$ cat src/rtl/core/gtst_pkg.sv
// Package for the generational texture slot table.
// Holds the opcodes, status codes, slot entry layout and the word and command types.
// No dependencies; the controller, datapath, top level and testbench import it.
package gtst_pkg;

   localparam int SLOT_COUNT = 1024;
   localparam int IDX_W      = $clog2(SLOT_COUNT);
   localparam int CNT_W      = $clog2(SLOT_COUNT + 1);
   localparam int MAX_EXTENT = 8192;

   localparam logic [31:0] GEN_MAX       = 32'hFFFF_FFFF;
   localparam logic [15:0] DEVICE_RESET  = 16'd1;
   localparam logic [31:0] BUDGET_RESET  = 32'h1000_0000;

   localparam logic CSR_DEVICE_ID   = 1'b0;
   localparam logic CSR_BYTE_BUDGET = 1'b1;

   localparam logic [3:0] OP_ALLOC       = 4'd0;
   localparam logic [3:0] OP_ALLOC_DEPTH = 4'd1;
   localparam logic [3:0] OP_RETAIN      = 4'd2;
   localparam logic [3:0] OP_RELEASE     = 4'd3;
   localparam logic [3:0] OP_RESERVE     = 4'd4;
   localparam logic [3:0] OP_DROP        = 4'd5;
   localparam logic [3:0] OP_QUERY       = 4'd6;
   localparam logic [3:0] OP_MARK        = 4'd7;
   localparam logic [3:0] OP_BEGIN_FRAME = 4'd8;
   localparam logic [3:0] OP_CHECK       = 4'd9;
   localparam logic [3:0] OP_INVALIDATE  = 4'd10;

   localparam logic [3:0] ST_OK        = 4'd0;
   localparam logic [3:0] ST_STALE     = 4'd1;
   localparam logic [3:0] ST_PRECISION = 4'd2;
   localparam logic [3:0] ST_SIZE      = 4'd3;
   localparam logic [3:0] ST_BYTES     = 4'd4;
   localparam logic [3:0] ST_SLOTS     = 4'd5;
   localparam logic [3:0] ST_OWNERS    = 4'd6;
   localparam logic [3:0] ST_LOST      = 4'd7;
   localparam logic [3:0] ST_UPLOAD    = 4'd8;
   localparam logic [3:0] ST_SAMPLED   = 4'd9;
   localparam logic [3:0] ST_DEPTH     = 4'd10;
   localparam logic [3:0] ST_TARGET    = 4'd11;

   // Bit positions in the attribute field of a slot.
   localparam int AB_PREC     = 0;
   localparam int AB_DEPTHTEX = 1;
   localparam int AB_TARGET   = 2;
   localparam int AB_PLANE    = 3;
   localparam int AB_SAMPLED  = 4;

   typedef struct packed {
      logic        live;
      logic [31:0] generation;
      logic [31:0] owners;
      logic [13:0] width;
      logic [13:0] height;
      logic [4:0]  attrs;
   } entry_type;

   typedef struct packed {
      logic [3:0]       opcode;
      logic [15:0]      handle_device;
      logic [IDX_W-1:0] handle_slot;
      logic [31:0]      handle_generation;
      logic [13:0]      req_width;
      logic [13:0]      req_height;
      logic [1:0]       req_precision;
      logic [29:0]      upload_length;
   } req_word_type;

   typedef struct packed {
      logic [3:0]       status;
      logic             done_flag;
      logic [IDX_W-1:0] out_slot;
      logic [31:0]      out_generation;
      logic [13:0]      out_width;
      logic [13:0]      out_height;
      logic             out_precision;
      logic             out_is_depth;
      logic             out_is_target;
      logic [CNT_W-1:0] live_textures;
      logic [31:0]      texture_bytes;
   } rsp_word_type;

   typedef struct packed {
      logic load;
      logic read;
      logic mult;
      logic sweep_start;
      logic step;
      logic finish;
      logic phase2;
   } dp_cmd_type;

   typedef struct packed {
      logic defer;
      logic sweep_end;
   } dp_stat_type;

endpackage

$ cat src/rtl/core/gtst_ctrl.sv
// Sequencer of the texture slot table: handshakes and the phase of the current command.
// Depends on gtst_pkg for the command and status types.
module gtst_ctrl (
   input  logic                    clock,
   input  logic                    reset,
   input  logic                    req_valid,
   output logic                    req_ready,
   input  logic                    rsp_ready,
   output logic                    rsp_valid,
   output gtst_pkg::dp_cmd_type    cmd,
   input  gtst_pkg::dp_stat_type   stat
);
   import gtst_pkg::*;

   localparam logic [2:0] S_IDLE  = 3'd0;
   localparam logic [2:0] S_READ  = 3'd1;
   localparam logic [2:0] S_MULT  = 3'd2;
   localparam logic [2:0] S_EXEC  = 3'd3;
   localparam logic [2:0] S_SWEEP = 3'd4;
   localparam logic [2:0] S_FIN   = 3'd5;

   logic [2:0] state_ff, state_in;
   logic       rsp_valid_ff, rsp_valid_in;
   logic       rsp_free;

   assign rsp_free = !rsp_valid_ff || rsp_ready;

   always_comb begin
      state_in = state_ff;
      cmd      = '0;
      req_ready = 1'b0;
      case (state_ff)
         S_IDLE: begin
            req_ready = 1'b1;
            if (req_valid) begin
               cmd.load = 1'b1;
               state_in = S_READ;
            end
         end
         S_READ: begin
            cmd.read = 1'b1;
            state_in = S_MULT;
         end
         S_MULT: begin
            cmd.mult = 1'b1;
            state_in = S_EXEC;
         end
         S_EXEC: begin
            if (stat.defer) begin
               cmd.sweep_start = 1'b1;
               state_in = S_SWEEP;
            end else if (rsp_free) begin
               cmd.finish = 1'b1;
               state_in = S_IDLE;
            end
         end
         S_SWEEP: begin
            cmd.step = 1'b1;
            if (stat.sweep_end) begin
               state_in = S_FIN;
            end
         end
         S_FIN: begin
            cmd.phase2 = 1'b1;
            if (rsp_free) begin
               cmd.finish = 1'b1;
               state_in = S_IDLE;
            end
         end
         default: begin
            state_in = S_IDLE;
         end
      endcase
   end

   always_comb begin
      rsp_valid_in = rsp_valid_ff;
      if (cmd.finish) begin
         rsp_valid_in = 1'b1;
      end else if (rsp_ready) begin
         rsp_valid_in = 1'b0;
      end
   end

   always_ff @(posedge clock) begin
      if (reset) begin
         state_ff     <= S_IDLE;
         rsp_valid_ff <= 1'b0;
      end else begin
         state_ff     <= state_in;
         rsp_valid_ff <= rsp_valid_in;
      end
   end

   assign rsp_valid = rsp_valid_ff;
endmodule

$ cat config.mk
export PLATFORM = sky130hd
export DESIGN_NAME = gtst_ctrl
export DESIGN_NICKNAME = d
export VERILOG_FILES = /design/src/rtl/core/gtst_pkg.sv /design/src/rtl/core/gtst_ctrl.sv
export SDC_FILE = /design/constraint.sdc
export NUM_CORES = 1
export LEC_CHECK = 0
export ABC_AREA = 1
export BUFFER_PORTS_ARGS = -buffer_cell sky130_fd_sc_hd__buf_4
export CELL_PAD_IN_SITES_DETAIL_PLACEMENT = 2
export CELL_PAD_IN_SITES_GLOBAL_PLACEMENT = 2
export CORE_UTILIZATION = 20
export DETAILED_ROUTE_END_ITERATION = 12
export HOLD_SLACK_MARGIN = 0.08
export PLACE_DENSITY = 0.71
export SLEW_MARGIN = 40
export SYNTH_ARGS = -nofsm -noshare
export SYNTH_HDL_FRONTEND = slang
export SYNTH_SLANG_ARGS = --single-unit
$ cat constraint.sdc
create_clock -name clock -period 2.9 [get_ports clock]
set_input_delay 0.145 -clock clock [delete_from_list [all_inputs] [get_ports clock]]
set_output_delay 0.145 -clock clock [all_outputs]
set_load 0.02 [all_outputs]
* Yosys cells after proc, flatten, opt, wreduce, memory -nomap -nowiden
Cells that the tools add are included.
** Storage, ports and cells
- Register bits after elaboration :: 4
- Input bits :: 6
- Output and inout bits :: 9
- Word-level logic and storage cells :: 33
** Operators by class
- Equality and inequality tests :: 7
- Muxes and demuxes :: 19
- Reduce and logical (&&, ||, !) cells :: 5
** Operator list (number)
- $pmux W3 S6 :: 1
- $mux W1 :: 13
- $mux W3 :: 4
- $eq A3 B2 Y1 const B :: 2
- $eq A3 B3 Y1 const B :: 2
- $ne A2 B2 Y1 const B :: 2
- $eq A3 B1 Y1 const B :: 1
- $logic_not A3 Y1 :: 1
- $pmux W1 S2 :: 1
- $reduce_and A2 Y1 :: 1
- $reduce_bool A2 Y1 :: 1
- $logic_not A1 Y1 :: 1
- $logic_or A1 B1 Y1 :: 1

* Longest topological paths before layout
- Depth after elaboration :: 6
- Gate-level depth with buffers :: 9
- Mapped depth without buffers :: 8

* Worst setup path before layout
No wires, ideal clock.
- Kind :: register to register
- From :: reg state_ff[0]
- To :: reg state_ff[0]
- Library setup time :: 0.109 ns
- Arrival time :: 1.234 ns
- Data required time :: 2.791 ns
- Setup slack :: 1.557 ns
- Stages on the path, launching flop included :: 8
- Path buffers :: 1
- Clock period less this slack :: 1.343 ns
- Cell sequence :: dfxtp_1 buf_4 nor3_1 nand2_1 nand2_1 inv_1 nand2_1 nor2_2
** Between the ends
- Word-level cells in the longest chain between the ends :: 3
- Elaborated cells between the ends (all ways) :: 12
- Classes of those cells :: eq/ne: 7; mux: 3; reduce/logical: 2
** Ends and longest elaborated chain
- from (decl) :: line gtst_ctrl.sv:22 : logic [2:0] state_ff, state_in;
- from (signal assigned) :: line gtst_ctrl.sv:90 : state_ff <= state_in;
- $mux W3, or another cell as far along
- $mux W3 or $ne A2 B2 Y1 (tied branches)
- $pmux W3 S6 or $reduce_and A2 Y1 (tied branches)
Several ways; a longest one is shown, not always the timed one.
A chain may end at the register's enable or synchronous reset.

==> qor_table.md <==
| Step | Metric | This run |
| --- | --- | --- |
| hold path | Worst Min Path Start | reset |
| grt | Final global-route overflow total | 0 |
| power | Switching portion of total power | 31.8% |
| clocking | TritonCTS buffer count | 3 |
| timing | Final Hold Violating Endpoints | 0 |
| clocking | Hold buffer count at CTS | 0 |
| clocking | CTS HTree Levels | 1 |
| finish | Area taken by flip-flops and latches | 80.1 µm² |
| drt | Total Wirelength | 815 µm |
| grt | Initial antenna violation count | 0 |
| timing | Setup clock skew after layout | 0.00512 ns |
| yosys | Post-synthesis area per instance | 6.37 µm² |
| power | Relative contribution of the clock network to total power | 35.3% |
| die | Total number of placement rows | 13 |
| place | Inst Count DP | 72 |
| grt | Vias in the first global route | 309 |
| timing | Final setup TNS | 0 ns |
| worst setup path | Crit path capture type | output pin |
| worst setup path | Startpoint kind of the worst setup timing path | flop |
| die | Effective utilization at floorplan | 21.7% |
| yosys | Netlist cell types | 18 |
| worst setup path | Register-to-Register Path Depth | 8 |
| timing | Slew Limit Headroom | 77.2% |
| drt | Length of the first detailed-routing pass in iterations | 2 |
| timing | Period Utilization, post-route | 50.2% |
| die | Total Die Area | 1590 µm² |
| worst setup path | Req. time, crit path | 2.76 ns |
| clocking | Post_cts resized | 0 |
| die | Number of primary I/O pins | 15 |
| finish | Total area of multi-input combinational cells | 143 µm² |
| die | Die width | 39.9 µm |
| job | Max-cap violations | 0 |
| yosys | Summed instance area of the synthesized netlist | 287 µm² |
| clocking | Clock tree from TritonCTS | done |
| yosys | Post-synthesis instance total | 45 |
| clocking | Clock tree sinks | 4 |
| grt | Largest net degree at the start of global routing | 9 |
| worst setup path | Cell type with the highest occurrence count on the critical path | nand2_2 |
| worst setup path | CP top delay family | flip-flops |
| timing | Achievable frequency | 687 MHz |
| yosys | Number of warning messages in the yosys log | 0 |
| clocking | Clock Pin Slew Worst Setup and Hold Paths | 0.04 ns |
| worst setup path | Maximum fanout count along the critical path | 8 |
| finish | Final std cells w/o fill | 75 |
| yosys | Flip-flop and latch count after synthesis | 4 |
| power | Power spent charging and discharging nets | 0.0605 mW |
| worst setup path | Reg2reg setup slack | 1.70 ns |
| power | Leakage power | 0.248 nW |
| clocking | Maximum buffer depth of the clock tree | 2 |
| worst setup path | Count of buffer and inverter cells on the critical path | 1 |
| timing | Max Slew Vio Count | 0 |
| clocking | Root buffer cell | clkbuf_4 |
| finish | Ant. Diodes | 0 |
| worst setup path | Slowest cell on the critical path | dfxtp_1 |
| finish | Share of cells above drive strength 1 | 41.7% |
| timing | Final setup violation count | 0 |
| power | Flop pwr share | 35.6% |
| die | Vertical extent of the die | 39.9 µm |
| power | Share of total power in combinational logic | 29.0% |
| hold path | Count of cells along the worst hold path | 2 |
| place | IO Port Bufs | 14 |
| finish | Layout Area Growth over Synthesis | 45.9% |
| power | Power per cell area | 455 nW/µm² |
| clocking | # Post-CTS Setup Buffers | 0 |
| place | Worst setup slack after placement | 1.69 ns |
| drt | Wirelength per Cell | 10.9 µm |
| worst setup path | Type of the setup path with the least slack | flop to output pin |
| hold path | Hold Path Sink | state_ff[0]$_SDFFE_PP0P_ |
| grt | First-pass GRT wire length | 1300 µm |
| worst setup path | Max stage delay on crit path | 0.51 ns |
| hold path | Worst min-delay path category | primary input to flop |
| timing | Slew at the pin closest to its max-slew limit | 0.341 ns |
| die | Core area | 1320 µm² |
| place | Half-perimeter wire length after placement | 655 µm |
| worst setup path | Reg-to-reg startpoint | state_ff[0]$_SDFFE_PP0P_ |
| drt | DR vias/cell | 4.27 |
| clocking | Clock latency reported for the late side of the worst-skew pair | 0.23 ns |
| yosys | Post-synthesis net count | 51 |
| drt | Initial DRC Count | 2 |
| power | Largest voltage drop on the vdd net | 250 µV |
| finish | Layout Nets | 68 |
| drt | Total via count after detailed routing | 320 |
| power | Internal power summed over all cells | 0.130 mW |
| worst setup path | Crit path arrival time | 1.31 ns |
| yosys | Share of the yosys chip area belonging to registers | 27.9% |
| outcome | Run status | finished clean |
| timing | Shortest period the worst path allows | 1.46 ns |
| worst setup path | Critical Path, Cell by Cell | nand2_2 -> nor2_2 -> nand2_2 -> a21oi_1 -> buf_4 |
| timing | Crit path setup slack, layout | 1.44 ns |
| drt | Number of antenna-violating nets in the routed design | 0 |
| drt | DRC | 0 |
| grt | Total routing usage reported by global routing | 12.9% |
| place | RePlAce Congestion | 0.675 |
| finish | Highest-count cells in the layout ignoring fill and taps | buf_4 (14), inv_1 (12), nand2_1 (7) |
| finish | Commonest non-fill, non-tap cell in the layout | buf_4 |
| finish | Filler cell count | 165 |
| worst setup path | Critical register-to-register path endpoint | state_ff[0]$_SDFFE_PP0P_ |
| timing | RSZ-0062 raised after global routing | false |
## power by group through the flow
| stage | Sequential [mW] | Clock [mW] | Combinational, mW |
|---|---|---|---|
| finish | 0.0678 | 0.0671 | 0.0552 |
| global route | 0.0684 | 0.0723 | 0.0607 |
| CTS | 0.0677 | 0.0692 | 0.0561 |
| detailed placement | 0.0684 | 0 | 0.0558 |
| global placement | 0.0678 | 0 | 0.0560 |
| floorplan | 0.0638 | 0 | 0.0379 |
## cell usage after synthesis
cell type  instances  area, µm²
nand3_2            1       10.0
nor2_2             2       12.5
nand2_2            3       18.8
inv_2              1       3.75
nor4_1             1       6.26
nand3_1            2       10.0
o21bai_1           1       7.51
a31oi_1            1       6.26
nand2_1            7       26.3
nor3_2             1       10.0
a21oi_1            3       15.0
inv_1             12       45.0
nor2_1             1       3.75
nor3_1             1       5.00
buf_4              2       15.0
nand4_1            1       6.26
dfxtp_1            4       80.1
o21ai_0            1       5.00
## state kept, by name, summed over array words and instances, names as in the netlist
signal / flops
state_ff: 3
rsp_valid: 1
## cell type report
cell class	count	share of cell area, %
Multi-Input combinational cell	26	34.1
Timing Repair Buffer	14	25.1
Sequential cell	4	19.2
Inverter	13	11.7
Clock buffer	3	5.39
Tap cell	15	4.49
## per-stage QoR
step | utilization [%] | cell area (µm²) | power [mW] | hold WS, ns
2_1_floorplan | - | 287 | 0.102 | 0.212
3_3_place_gp | 30.0 | 395 | 0.124 | 0.339
3_5_place_dp | 30.0 | 395 | 0.124 | 0.339
4_1_cts | 31.7 | 418 | 0.193 | 0.0950
5_1_grt | 31.7 | 418 | 0.201 | 0.102
6_report | 31.7 | 418 | 0.190 | 0.0975
## worst max-delay path by stage
stage,start,endpoint,cells after the start
detailed placement,state_ff[0]$_SDFFE_PP0P_,cmd[1],5
global route,state_ff[0]$_SDFFE_PP0P_,cmd[1],5
CTS,state_ff[0]$_SDFFE_PP0P_,cmd[1],5
floorplan,state_ff[0]$_SDFFE_PP0P_,state_ff[0]$_SDFFE_PP0P_,7
global placement,state_ff[0]$_SDFFE_PP0P_,cmd[1],5
finish,state_ff[0]$_SDFFE_PP0P_,cmd[1],5
## logic make-up after synthesis
| family | Yosys count | share of synthesized area [%] |
|---|---|---|
| buffers and inverters | 15 | 22.3 |
| AOI/OAI and AO/OA | 6 | 11.8 |
| and+or+nand+nor | 20 | 38.0 |
| DFF | 4 | 27.9 |
## layer usage
metal / track usage (%) / wire length (µm) / part of all wire, %
met4: 2.59 / 0 / 0
met1: 13.9 / 372 / 46
met5: 0 / 0 / 0
met3: 5.11 / 22 / 2.7
met2: 23.4 / 420 / 52
No activity file was read; power rests on OpenSTA's default activity.
